### config.mk
export PLATFORM = sky130hd
export DESIGN_NAME = three_way_demand_signal_controller
export DESIGN_NICKNAME = d
export VERILOG_FILES = /design/src/sv/twdsc_pkg.sv /design/src/sv/twdsc_cfg_regs.sv /design/src/sv/twdsc_core.sv /design/src/sv/three_way_demand_signal_controller.sv
export SDC_FILE = /design/constraint.sdc
export NUM_CORES = 1
export LEC_CHECK = 0
export BUFFER_PORTS_ARGS = -buffer_cell sky130_fd_sc_hd__clkbuf_2
export CAP_MARGIN = 20
export CORE_MARGIN = 10
export CORE_UTILIZATION = 55
export CTS_CLUSTER_SIZE = 24
export DETAILED_ROUTE_END_ITERATION = 8
export PLACE_DENSITY = 0.86
export RECOVER_POWER = 100
export SYNTH_ARGS = -nofsm -noshare
export SYNTH_HDL_FRONTEND = slang
export SYNTH_HIERARCHICAL = 1
export SYNTH_SLANG_ARGS = --single-unit
### constraint.sdc
create_clock -name clk_i -period 17.8 [get_ports clk_i]
set_clock_uncertainty 0.15 [all_clocks]
set_input_delay 0.89 -clock clk_i [delete_from_list [all_inputs] [get_ports clk_i]]
set_output_delay 0.89 -clock clk_i [all_outputs]
set_load 0.1 [all_outputs]
### src/sv/twdsc_pkg.sv
package twdsc_pkg;

  // configuration port geometry
  localparam int unsigned PADDR_W = 4;
  localparam int unsigned PDATA_W = 32;

  // register indexes (paddr[3:2])
  localparam logic [1:0] REG_MIN_GREEN   = 2'd0;
  localparam logic [1:0] REG_YELLOW_TIME = 2'd1;
  localparam logic [1:0] REG_HOLD_GREEN  = 2'd2;
  localparam logic [1:0] REG_UNUSED      = 2'd3;

  // register reset values
  localparam logic [7:0] MIN_GREEN_RST   = 8'd15;
  localparam logic [7:0] YELLOW_TIME_RST = 8'd5;
  localparam logic [7:0] HOLD_GREEN_RST  = 8'd15;

  // item kinds carried on tuser
  localparam logic MODE_TICK  = 1'b0;
  localparam logic MODE_PRESS = 1'b1;

  // lane code for no lane
  localparam logic [1:0] LANE_NONE = 2'd3;

  // lamp codes
  localparam logic [1:0] LAMP_RED    = 2'd0;
  localparam logic [1:0] LAMP_YELLOW = 2'd1;
  localparam logic [1:0] LAMP_GREEN  = 2'd2;

  localparam logic [7:0] SECS_MAX = 8'hff;

  typedef enum logic [2:0] {
    PH_IDLE    = 3'd0,
    PH_TOPUP   = 3'd1,
    PH_YELLOW1 = 3'd2,
    PH_HOLD1   = 3'd3,
    PH_YELLOW2 = 3'd4,
    PH_HOLD2   = 3'd5
  } phase_e;

  typedef logic [2:0][1:0] lamps_t;

  typedef struct packed {
    logic [7:0] min_green;
    logic [7:0] yellow_time;
    logic [7:0] hold_green;
  } cfg_t;

  typedef struct packed {
    logic [1:0] active_lane;
    logic [2:0] pending;
    logic [1:0] latest_req;
    phase_e     phase;
    logic [7:0] phase_left;
    logic [7:0] idle_secs;
    logic [1:0] chosen_lane;
    logic       several;
    logic [1:0] second_target;
    lamps_t     prev_lamps;
  } ctl_t;

  localparam ctl_t CTL_RESET = '{
    active_lane:   2'd0,
    pending:       3'b000,
    latest_req:    LANE_NONE,
    phase:         PH_IDLE,
    phase_left:    8'd0,
    idle_secs:     8'd0,
    chosen_lane:   2'd0,
    several:       1'b0,
    second_target: LANE_NONE,
    prev_lamps:    {LAMP_RED, LAMP_RED, LAMP_RED}
  };

  // lamps shown in the current phase
  function automatic lamps_t lamps_now(ctl_t s);
    lamps_t     l;
    logic [1:0] other;
    l = {LAMP_RED, LAMP_RED, LAMP_RED};
    other = (s.phase == PH_YELLOW1) ? s.chosen_lane : s.second_target;
    if (s.phase == PH_YELLOW1 || s.phase == PH_YELLOW2) begin
      if (s.active_lane != LANE_NONE) l[s.active_lane] = LAMP_YELLOW;
      if (other != LANE_NONE) l[other] = LAMP_YELLOW;
    end else if (s.active_lane != LANE_NONE) begin
      l[s.active_lane] = LAMP_GREEN;
    end
    return l;
  endfunction

  // enter a phase; an empty phase still counts as completed
  function automatic ctl_t begin_phase(ctl_t s, phase_e p, logic [7:0] len);
    ctl_t r;
    r = s;
    r.phase = p;
    r.phase_left = len;
    if (len == 8'd0) r.prev_lamps = lamps_now(r);
    return r;
  endfunction

  // pick the next lane to serve, or keep the idle green
  function automatic ctl_t decide(ctl_t s, cfg_t c);
    ctl_t       r;
    logic [2:0] req;
    r = s;
    req = s.pending & ~(3'b001 << s.active_lane);
    if (req == 3'b000) begin
      if (r.idle_secs != SECS_MAX) r.idle_secs = r.idle_secs + 8'd1;
      r = begin_phase(r, PH_IDLE, 8'd1);
    end else begin
      r.several = (req[0] & req[1]) | (req[0] & req[2]) | (req[1] & req[2]);
      r.chosen_lane = req[0] ? 2'd0 : (req[1] ? 2'd1 : 2'd2);
      if (r.idle_secs < c.min_green) begin
        r = begin_phase(r, PH_TOPUP, c.min_green - r.idle_secs);
      end else begin
        r = begin_phase(r, PH_YELLOW1, c.yellow_time);
      end
    end
    return r;
  endfunction

  // one phase change
  function automatic ctl_t advance(ctl_t s, cfg_t c);
    ctl_t r;
    r = s;
    case (s.phase)
      PH_TOPUP: begin
        r = begin_phase(r, PH_YELLOW1, c.yellow_time);
      end
      PH_YELLOW1: begin
        r.active_lane = s.chosen_lane;
        r.pending = s.pending & ~(3'b001 << s.chosen_lane);
        r = begin_phase(r, PH_HOLD1, c.hold_green);
      end
      PH_HOLD1: begin
        if (s.several) begin
          r.second_target = s.latest_req;
          r = begin_phase(r, PH_YELLOW2, c.yellow_time);
        end else begin
          r.idle_secs = 8'd0;
          r = decide(r, c);
        end
      end
      PH_YELLOW2: begin
        if (s.second_target != LANE_NONE) begin
          r.active_lane = s.second_target;
          r.pending = s.pending & ~(3'b001 << s.second_target);
          r = begin_phase(r, PH_HOLD2, c.hold_green);
        end else begin
          r.idle_secs = 8'd0;
          r = decide(r, c);
        end
      end
      PH_HOLD2: begin
        r.idle_secs = 8'd0;
        r = decide(r, c);
      end
      default: begin
        r = decide(r, c);
      end
    endcase
    return r;
  endfunction

endpackage

### src/sv/twdsc_cfg_regs.sv
module twdsc_cfg_regs (
  input  logic                         clk_i,
  input  logic                         rst_ni,
  input  logic                         psel,
  input  logic                         penable,
  input  logic                         pwrite,
  input  logic [twdsc_pkg::PADDR_W-1:0] paddr,
  input  logic [twdsc_pkg::PDATA_W-1:0] pwdata,
  output logic [twdsc_pkg::PDATA_W-1:0] prdata,
  output logic                         pready,
  output twdsc_pkg::cfg_t              cfg_o
);

  twdsc_pkg::cfg_t cfg_q;
  logic            wr_en;
  logic [1:0]      reg_idx;
  logic [7:0]      rd_val;

  assign pready  = 1'b1;
  assign reg_idx = paddr[3:2];
  assign wr_en   = psel & penable & pwrite & pready;

  // register writes, data truncated to 8 bits
  always_ff @(posedge clk_i or negedge rst_ni) begin
    if (!rst_ni) begin
      cfg_q.min_green   <= twdsc_pkg::MIN_GREEN_RST;
      cfg_q.yellow_time <= twdsc_pkg::YELLOW_TIME_RST;
      cfg_q.hold_green  <= twdsc_pkg::HOLD_GREEN_RST;
    end else if (wr_en) begin
      case (reg_idx)
        twdsc_pkg::REG_MIN_GREEN:   cfg_q.min_green   <= pwdata[7:0];
        twdsc_pkg::REG_YELLOW_TIME: cfg_q.yellow_time <= pwdata[7:0];
        twdsc_pkg::REG_HOLD_GREEN:  cfg_q.hold_green  <= pwdata[7:0];
        default: ;
      endcase
    end
  end

  // read back
  always_comb begin
    case (reg_idx)
      twdsc_pkg::REG_MIN_GREEN:   rd_val = cfg_q.min_green;
      twdsc_pkg::REG_YELLOW_TIME: rd_val = cfg_q.yellow_time;
      twdsc_pkg::REG_HOLD_GREEN:  rd_val = cfg_q.hold_green;
      default:                    rd_val = 8'd0;
    endcase
  end

  assign prdata = {{(twdsc_pkg::PDATA_W-8){1'b0}}, rd_val};
  assign cfg_o  = cfg_q;

endmodule

### src/sv/twdsc_core.sv
module twdsc_core (
  input  logic            clk_i,
  input  logic            rst_ni,
  input  twdsc_pkg::cfg_t cfg_i,
  input  logic            s_axis_tvalid,
  output logic            s_axis_tready,
  input  logic [7:0]      s_axis_tdata,   // [1:0] lane, rest zero
  input  logic            s_axis_tuser,   // [0] mode
  output logic            m_axis_tvalid,
  input  logic            m_axis_tready,
  output logic [15:0]     m_axis_tdata    // lamps, gates, serving lane
);

  // input register
  logic       in_valid_q;
  logic       in_mode_q;
  logic [1:0] in_lane_q;

  // controller state
  twdsc_pkg::ctl_t ctl_q, ctl_d;
  twdsc_pkg::ctl_t step1, step2;

  // result register
  logic        out_valid_q;
  logic [10:0] out_data_q;

  logic             out_free;
  logic             consume;
  logic             out_load;
  twdsc_pkg::lamps_t lamps;
  logic [2:0]       gates;
  logic [1:0]       serving;

  assign out_free = ~out_valid_q | m_axis_tready;

  // up to two phase changes per cycle; a chain of empty phases holds the tick until it ends
  assign step1 = (ctl_q.phase_left == 8'd0) ? twdsc_pkg::advance(ctl_q, cfg_i) : ctl_q;
  assign step2 = (step1.phase_left == 8'd0) ? twdsc_pkg::advance(step1, cfg_i) : step1;

  // lamps, gates and serving lane for this second
  always_comb begin
    lamps   = twdsc_pkg::lamps_now(step2);
    serving = twdsc_pkg::LANE_NONE;
    for (int i = 0; i < 3; i++) begin
      gates[i] = (lamps[i] == twdsc_pkg::LAMP_GREEN) ||
                 (lamps[i] == twdsc_pkg::LAMP_YELLOW &&
                  step2.prev_lamps[i] == twdsc_pkg::LAMP_GREEN);
    end
    for (int i = 2; i >= 0; i--) begin
      if (lamps[i] != twdsc_pkg::LAMP_RED) serving = 2'(i);
    end
  end

  // state update for the registered item
  always_comb begin
    ctl_d    = ctl_q;
    consume  = 1'b0;
    out_load = 1'b0;
    if (in_valid_q) begin
      if (in_mode_q == twdsc_pkg::MODE_PRESS) begin
        consume = 1'b1;
        if (in_lane_q != twdsc_pkg::LANE_NONE) begin
          ctl_d.pending    = ctl_q.pending | (3'b001 << in_lane_q);
          ctl_d.latest_req = in_lane_q;
        end
      end else begin
        ctl_d = step2;
        if (step2.phase_left != 8'd0 && out_free) begin
          consume          = 1'b1;
          out_load         = 1'b1;
          ctl_d.phase_left = step2.phase_left - 8'd1;
          if (ctl_d.phase_left == 8'd0) ctl_d.prev_lamps = lamps;
        end
      end
    end
  end

  assign s_axis_tready = ~in_valid_q | consume;

  always_ff @(posedge clk_i or negedge rst_ni) begin
    if (!rst_ni) begin
      in_valid_q  <= 1'b0;
      out_valid_q <= 1'b0;
      ctl_q       <= twdsc_pkg::CTL_RESET;
    end else begin
      ctl_q <= ctl_d;
      if (s_axis_tready) in_valid_q <= s_axis_tvalid;
      if (out_load) begin
        out_valid_q <= 1'b1;
      end else if (m_axis_tready) begin
        out_valid_q <= 1'b0;
      end
    end
  end

  // payload registers
  always_ff @(posedge clk_i) begin
    if (s_axis_tvalid && s_axis_tready) begin
      in_mode_q <= s_axis_tuser;
      in_lane_q <= s_axis_tdata[1:0];
    end
    if (out_load) begin
      out_data_q <= {serving, gates, lamps};
    end
  end

  assign m_axis_tvalid = out_valid_q;
  assign m_axis_tdata  = {5'd0, out_data_q};

endmodule

### src/sv/three_way_demand_signal_controller.sv
// channel   | dir | handshake        | tdata                           | tuser
// ----------+-----+------------------+---------------------------------+-----------
// s_axis    | in  | tvalid / tready  | [1:0] lane                      | [0] mode
// m_axis    | out | tvalid / tready  | lamps [5:0], gates [8:6], serv  | -
// apb       | in  | psel+penable     | regs at 0x0, 0x4, 0x8           | -
//
// one item per cycle unless a tick is held; a tick moves from the input register to the result register on m_axis
// the next-phase logic resolves two phase changes per cycle; a chain of empty
// phases (zero-valued registers) holds the tick in the input register until it ends
// reset: registers to 15/5/15, lane 0 green, no requests, outputs empty
// a stalled m_axis holds a tick in the input register and blocks items behind it
module three_way_demand_signal_controller (
  input  logic                          clk_i,
  input  logic                          rst_ni,
  input  logic                          s_axis_tvalid,
  output logic                          s_axis_tready,
  input  logic [7:0]                    s_axis_tdata,  // [1:0] lane, [7:2] zero
  input  logic                          s_axis_tuser,  // [0] mode
  output logic                          m_axis_tvalid,
  input  logic                          m_axis_tready,
  // [1:0] lamp_zero, [3:2] lamp_one, [5:4] lamp_two, [6] gate_zero,
  // [7] gate_one, [8] gate_two, [10:9] serving_lane, [15:11] zero
  output logic [15:0]                   m_axis_tdata,
  input  logic                          psel,
  input  logic                          penable,
  input  logic                          pwrite,
  input  logic [twdsc_pkg::PADDR_W-1:0] paddr,
  input  logic [twdsc_pkg::PDATA_W-1:0] pwdata,
  output logic [twdsc_pkg::PDATA_W-1:0] prdata,
  output logic                          pready
);

  twdsc_pkg::cfg_t cfg;

  twdsc_cfg_regs u_cfg (
    .clk_i   (clk_i),
    .rst_ni  (rst_ni),
    .psel    (psel),
    .penable (penable),
    .pwrite  (pwrite),
    .paddr   (paddr),
    .pwdata  (pwdata),
    .prdata  (prdata),
    .pready  (pready),
    .cfg_o   (cfg)
  );

  twdsc_core u_core (
    .clk_i         (clk_i),
    .rst_ni        (rst_ni),
    .cfg_i         (cfg),
    .s_axis_tvalid (s_axis_tvalid),
    .s_axis_tready (s_axis_tready),
    .s_axis_tdata  (s_axis_tdata),
    .s_axis_tuser  (s_axis_tuser),
    .m_axis_tvalid (m_axis_tvalid),
    .m_axis_tready (m_axis_tready),
    .m_axis_tdata  (m_axis_tdata)
  );

endmodule

=== Yosys cells after proc, flatten, opt, wreduce, memory -nomap -nowiden ===
Index checks and enable logic that the tools add are counted.

* Flip-flop bits (word level): 77
* Output and inout bits: 51

* Equality and inequality tests: 39
* Order comparisons: 27
* Add/sub/neg operators: 5
* Shift operators: 7
* Muxes and demuxes: 141
* Reduce and logical (&&, ||, !) cells: 45
* Bitwise gates (word level): 63

{| class="wikitable"
|+ Operator list
! cell !! number
|-
| 29-bit two-way mux || 16
|-
| 6-bit two-way mux || 70
|-
| 37-bit case mux with 5 select lines || 2
|-
| 37-bit two-way mux || 4
|-
| 8-bit logical NOT || 8
|-
| 30-bit two-way mux || 2
|-
| 3-bit bitwise AND || 19
|-
| 2-bit demux with 2-bit select || 12
|-
| 3-bit OR || 14
|-
| 3-bit inverter || 13
|-
| 2-bit by 3-bit < comparator with 1-bit output (second input constant) || 12
|-
| 2-bit two-way mux || 17
|-
| 2-bit inequality test (second input constant) || 14
|-
| 5-bit two-way mux || 5
|-
| 2-bit by 1-bit greater-or-equal comparator with 1-bit output (second input constant) || 12
|-
| 8-bit two-way mux || 3
|-
| 8-bit case mux with 3 select lines || 1
|-
| 1-bit by 2-bit left shift with 3-bit output (first input constant) || 7
|-
| 1-bit logical AND || 17
|-
| 8-bit by 1-bit adder with 8-bit output (second input constant) || 2
|-
| 8-bit < comparator || 2
|-
| 8-bit inequality test (second input constant) || 2
|-
| 8-bit subtractor || 2
|-
| 3-bit by 2-bit == test with 1-bit output (second input constant) || 5
|-
| other kinds (18) || 66
|}

=== Logic depth before layout (Yosys ltp) ===
* Word-level depth: 49
* Mapped depth: 24
* Gate-level depth less buffers: 23

=== Hierarchy ===
Netlist, hierarchy kept.

{| class="wikitable"
|+ Modules (own cells, without submodules)
! module !! cells an instance !! seq. area each (µm²) !! instances !! area each (µm²)
|-
| twdsc_core || 904 || 1401.3 || 1 || 6801.5
|-
| twdsc_cfg_regs || 108 || 613.1 || 1 || 1346.3
|}

=== Worst setup path after synthesis ===
OpenSTA, ideal clock, no wires.

* Path kind: flip-flop to output port
* From: reg u_cfg.cfg_q, in the netlist u_cfg/cfg_o[16]
* To: out s_axis_tready
* Stages on the path, launching flop included: 22
* Setup slack: 11.551 ns
* Arrival: 5.209 ns
* Path buffers: 2
* Cells stage by stage: dfstp_2 > inv_1 > ha_1 > inv_1 > fa_1 > a211oi_2 > nor3_4 > o22ai_1 > buf_6 > o311ai_1 > a221o_1 > a2111oi_0 > and3_1 > clkbuf_1 > nand2_1 > nand2_1 > inv_1 > ha_1 > o211a_1 > a41oi_1 > nor2_1 > inv_1

* Cells in the longest elaborated chain, start to end: 15
* Elaborated cells on any way between the ends: 41
* Those cells by class: add/sub: 2; order compare: 3; eq/ne: 5; mux: 27; bitwise: 1; reduce/logical: 3

{| class="wikitable"
|+ RTL lines
! element !! line !! text
|-
| start: declaration || twdsc_cfg_regs.sv:14 || <nowiki>twdsc_pkg::cfg_t cfg_q;</nowiki>
|-
| 1-bit by 8-bit < comparator with 1-bit output || twdsc_pkg.sv:112 || <nowiki>if (r.idle_secs < c.min_green) begin</nowiki>
|-
| 29-bit two-way mux || twdsc_pkg.sv:112 ||
|-
| 29-bit two-way mux || twdsc_pkg.sv:106 || <nowiki>if (req == 3'b000) begin</nowiki>
|-
| 37-bit two-way mux / 30-bit two-way mux (equally long branches) || twdsc_pkg.sv:144, twdsc_pkg.sv:135 ||
|-
| 37-bit case mux with 5 select lines || twdsc_pkg.sv:125 || <nowiki>case (s.phase)</nowiki>
|-
| 37-bit two-way mux || twdsc_core.sv:37 || <nowiki>assign step1 = (ctl_q.phase_left == 8'd0) ? twdsc_pkg::advance(ctl_q, cfg_i) : ctl_q;</nowiki>
|-
| 3-bit == test (tied with other cells) || twdsc_pkg.sv:125 ||
|-
| 37-bit case mux with 5 select lines || twdsc_pkg.sv:125 ||
|-
| 37-bit two-way mux * || twdsc_core.sv:38 || <nowiki>assign step2 = (step1.phase_left == 8'd0) ? twdsc_pkg::advance(step1, cfg_i) : step1;</nowiki>
|-
| 8-bit nonzero test * || twdsc_core.sv:68 || <nowiki>if (step2.phase_left != 8'd0 && out_free) begin</nowiki>
|-
| 1-bit logical AND * || twdsc_core.sv:68 ||
|-
| 1-bit two-way mux * || twdsc_core.sv:68 ||
|-
| 1-bit two-way mux * || twdsc_core.sv:60 || <nowiki>if (in_mode_q == twdsc_pkg::MODE_PRESS) begin</nowiki>
|-
| 1-bit two-way mux * || twdsc_core.sv:59 || <nowiki>if (in_valid_q) begin</nowiki>
|-
| 1-bit OR * || twdsc_core.sv:78 || <nowiki>assign s_axis_tready = ~in_valid_q | consume;</nowiki>
|-
| end: declaration || three_way_demand_signal_controller.sv:16 || <nowiki>output logic s_axis_tready,</nowiki>
|}

Mark *: on every way between the ends. The rest lies on a longest branch, timed or not.

=== Worst setup path in the final report ===
* From: reg u_core/ctl_q[24] in the netlist's numbering
* To: reg u_core/ctl_q[2] in the netlist's numbering

* Cells in the longest elaborated chain, start to end: 22
* Elaborated cells on any way between the ends: 118
* Those cells by class: add/sub: 2; order compare: 13; eq/ne: 14; shift: 1; mux: 65; bitwise: 9; reduce/logical: 14

{| class="wikitable"
|+ RTL lines
! element !! line !! text
|-
| start: declaration || twdsc_core.sv:20 || <nowiki>twdsc_pkg::ctl_t ctl_q, ctl_d;</nowiki>
|-
| start signal: assignment || twdsc_core.sv:84 || <nowiki>ctl_q <= twdsc_pkg::CTL_RESET;</nowiki>
|-
| start signal: assignment || twdsc_core.sv:86 || <nowiki>ctl_q <= ctl_d;</nowiki>
|-
| 8-bit logical NOT || twdsc_core.sv:37 ||
|-
| 37-bit two-way mux * || twdsc_core.sv:37 ||
|-
| 2-bit by 3-bit < comparator with 1-bit output (not written as such) (tied with other cells) || twdsc_pkg.sv:82 || <nowiki>if (s.active_lane != LANE_NONE) l[s.active_lane] = LAMP_YELLOW;</nowiki>
|-
| 1-bit logical AND (not written as such) / 3-bit inverter (equally long branches) || twdsc_pkg.sv:82, twdsc_pkg.sv:105 ||
|-
| 2-bit two-way mux / 3-bit bitwise AND (equally long branches) || -- ||
|-
| 2-bit demux with 2-bit select / 2-bit two-way mux (equally long branches) || -- ||
|-
| 5-bit two-way mux / 2-bit two-way mux (equally long branches) || twdsc_pkg.sv:82, twdsc_pkg.sv:111 ||
|-
| 6-bit two-way mux / 29-bit two-way mux (equally long branches) || twdsc_pkg.sv:96, twdsc_pkg.sv:112 ||
|-
| (+6 left out) || -- ||
|-
| 6-bit two-way mux / 1-bit logical AND (equally long branches) || twdsc_pkg.sv:96, twdsc_pkg.sv:83 ||
|-
| 29-bit two-way mux / 2-bit two-way mux (equally long branches) || twdsc_pkg.sv:112, twdsc_pkg.sv:83 ||
|-
| 29-bit two-way mux / 2-bit demux with 2-bit select (equally long branches) || -- ||
|-
| 37-bit two-way mux (tied with other cells) || twdsc_pkg.sv:144 || <nowiki>if (s.second_target != LANE_NONE) begin</nowiki>
|-
| 37-bit case mux with 5 select lines / 6-bit two-way mux (equally long branches) || twdsc_pkg.sv:125, twdsc_pkg.sv:83 ||
|-
| 37-bit two-way mux * || twdsc_core.sv:38 ||
|-
| branches (longest 1 deep; another with 2-bit by 3-bit < comparator with 1-bit output) || -- ||
|-
| 6-bit two-way mux * || twdsc_core.sv:68 ||
|}

Mark *: on every way between the ends. The select of a mux whose other input is x is not followed.
A chain may end at the register's enable or synchronous reset.

==> flow_metrics.py <==
metrics = {
    "synth": {
        "ys_top_cells_by_area": "dfrtp_1 15%, edfxtp_1 5.2%, nand2_1 4.9%",
        "yosys_warnings": 6,
        "synth_cells": 1012,
        "synth-edff-count": 14,
        "synth_top_cell_by_area": "dfrtp_1",
        "yosysMostFrequentCell": "nand2_1",
        "async_flop_share": 0.8182,
        "yosysUniqueCellTypes": 109,
        "synth_commonest_cells": "107 x nand2_1, 80 x nor2_1, 76 x o21ai_0",
        "syn_avg_cell_area_sq_um": 8.051,
        "synthesis.area_sq_um": 8148,
        "synth_top_area_share": 0.1505,
        "synth_seq_area_share": 0.2472,
        "ys_ff_latch": 77,
        "synth_top_flop_cell": "dfrtp_1",
    },
    "routing": {
        "wirelength_um": 27700,
        "dr_total_vias": 8590,
        "viasPerCell": 7.146,
        "postRouteAntennaNets": 0,
        "wl_per_cell_um": 23.04,
        "drc": 0,
        "firstDrtPassIters": 7,
        "drtIter0Drc": 1338,
    },
    "floorplanning": {
        "initial_core_util": 0.5606,
        "io_pins": 103,
        "placementRows": 44,
        "fp.dieW_um": 141.7,
        "core_sq_um": 14530,
        "chipHeight_um": 141.7,
        "die-area_sq_um": 20080,
    },
    "timing": {
        "slew_headroom": -1.353,
        "fmax_ghz": 0.1008,
        "finalHoldViolations": 0,
        "grt_setup_unrepaired": "false",
        "finalSetupViolations": 0,
        "holdWs_ns": 0.4007,
        "post-route-period-util": 0.5572,
        "setup_tns_ns": 0,
        "fin_crit_ns": 9.919,
        "tightest_slew_ns": 3.529,
        "maxSlewViolCount": 92,
    },
    "worst_setup_path": {
        "max_stage_delay_ns": 2.15,
        "required_ns": 17.86,
        "crit_top_cell": "o21ai_0",
        "arrival_ns": 9.98,
        "critPathCaptureType": "register",
        "slowest_stage": "a2111oi_0",
        "critPathLaunchType": "register",
        "crit_fanout": 20,
        "path_cells": "or4_1 > nor2_1 > nand3_1 > o21ai_0 > o21ai_0 > ha_1 > fa_1 > nor2b_1 > o21ai_0 > a21boi_0 > o21a_1 > o21ai_0 > a221o_1 > a31o_1 > a222oi_1 > o21bai_1 > or4_2 > a2111oi_0 > mux2i_1 > o21ai_0",
        "r2r_start": "u_core/ctl_q[24]",
        "ff2ff_setup_slack_ns": 7.88,
        "rr_worst_depth": 20,
        "r2r-end": "u_core/ctl_q[2]",
        "worstSetupPathType": "reg -> reg",
    },
    "power": {
        "p_leak_uw": 0.003229,
        "ir_worst_vdd_mv": 0.1097,
        "p_per_area_nw_per_um2": 168.0,
    },
    "finish": {
        "antenna_cells": 0,
        "syn_to_final_growth_pct": 3.732,
        "fin_nets": 1086,
        "drive_gt1_frac": 0.1110,
        "fillerInstances": 1362,
    },
    "status": {
        "status": "finished, violations left",
        "failed_checks": "max-capacitance violations, max-slew violations",
    },
    "global_route": {
        "grt_overflow": 0,
        "grt_usage": 0.2619,
        "grt_first_pass_wirelength_um": 42360,
        "antenna_found_initial": 0,
        "grt_max_degree": 65,
        "grt_pass1_vias": 7646,
    },
    "clocking": {
        "clk_path_buf_depth": 2,
        "cts_num_sinks": 77,
        "cts_hold_buffers": 0,
        "path_clk_slew_ns": 0.06,
        "worstSkewPairLatency_ns": 0.35,
        "htreeDepth": 3,
        "root_buffer": "clkbuf_16",
        "cts_made_buffers": 9,
        "cts_setup_buffers": 0,
        "ctsResizeCount": 0,
        "cts_tree": "done",
    },
    "place": {
        "place.gp.congestion": 1.013,
        "dp_hpwl_um": 20740,
        "port_buffers": 40,
    },
    "run": {
        "drv_cap": 3,
    },
    "min_path": {
        "whs_endpoint": "u_core/ctl_q[17]",
        "hold_start": "u_core/ctl_q[17]",
        "hold_path_depth": 2,
        "hp-class": "reg -> reg",
    },
}
[sequential cells by signal (all words and copies together) (netlist names)]
| register | flops |
|---|---|
| u_core/in_valid_q | 1 |
| u_cfg/cfg_o | 24 |
| u_core/out_data_q | 11 |
| u_core/in_mode_q | 1 |
| u_core/ctl_q | 37 |
| u_core/in_lane_q | 2 |
| u_core/m_axis_tvalid | 1 |
[final cells by class]
class,instances,area (sq um),area share
Timing Repair Buffer,45,200.2,0.02369
Clock inverter,5,107.6,0.01273
Inverter,35,131.4,0.01554
Clock buffer,11,232.7,0.02754
Tap cell,184,230.2,0.02724
Sequential cell,77,2014,0.2383
Multi-Input combinational cell,845,5535,0.6549
[worst max-delay path: cells and delay by family, from the launching register on]
family          cells  cell delay, ns
mux                 1            0.32
compound gates     12            4.76
fa+ha+maj           2            0.71
simple gates        5            3.35
flops               1            0.48
[where the power goes]
part | total (uW) | switching, uW | internal [uW]
logic | 870 | 594 | 276
registers | 335 | 102 | 233
clock network | 215 | 77.1 | 138
total | 1420 | 773 | 647
[routing by layer]
metal / wire length (um) / track usage / part of all wire
met2: 12120 / 0.4029 / 0.44
met5: 0 / 0 / 0
met3: 3747 / 0.06909 / 0.14
met4: 903 / 0.09467 / 0.033
met1: 10930 / 0.3452 / 0.39
[worst max-delay path by stage]
| stage | start | depth (start not counted) | slack, ns | to |
|---|---|---|---|---|
| global placement | u_core/ctl_q[19] | 20 | 10.66 | s_axis_tready |
| finish | u_core/ctl_q[24] | 20 | 7.88 | u_core/ctl_q[2] |
| floorplan | u_cfg/cfg_o[16] | 21 | 11.55 | s_axis_tready |
| CTS | u_core/ctl_q[19] | 20 | 10.10 | s_axis_tready |
| detailed placement | u_core/ctl_q[19] | 20 | 10.54 | s_axis_tready |
| global route | u_core/ctl_q[19] | 20 | 7.34 | u_core/ctl_q[1] |
[cells by family after synthesis]
logic type / Yosys count / share of synthesized area
simple gates: 373 / 0.2428
compound gates: 360 / 0.3165
buf+inv: 117 / 0.07632
flops: 77 / 0.2472
mux: 50 / 0.06987
fa+ha+maj: 21 / 0.03409
xor+xnor: 11 / 0.01183
other cells: 3 / 0.001382
[cells in the final DEF (no fill, tap or decap), types with 10 or more instances in the layout]
cell type,instances
a211oi_1,10
a21oi_1,59
a31oi_1,21
and3_1,11
clkbuf_1,26
clkbuf_2,19
conb_1,30
dfrtp_1,49
dfstp_2,13
edfxtp_1,14
ha_1,19
inv_1,35
mux2_1,10
mux2_2,21
mux2i_1,19
nand2_1,107
nand2b_1,15
nand3_1,37
nor2_1,81
nor2b_1,20
nor3_1,15
o211ai_1,12
o21a_1,13
o21ai_0,80
o22ai_1,13
o31ai_1,12
[metrics by stage]
stage	setup slack, ns	power, uW	utilization	cells	cell area (sq um)
3_3_place_gp	10.66	1162	0.5657	1185	8222
4_1_cts	10.10	1397	0.5891	1201	8562
5_1_grt	7.343	1487	0.5815	1202	8452
3_5_place_dp	10.54	1175	0.5657	1185	8222
2_1_floorplan	11.55	972.6	-	1039	8249
6_report	7.881	1420	0.5815	1202	8452
Power figures use the tool's default switching activity.
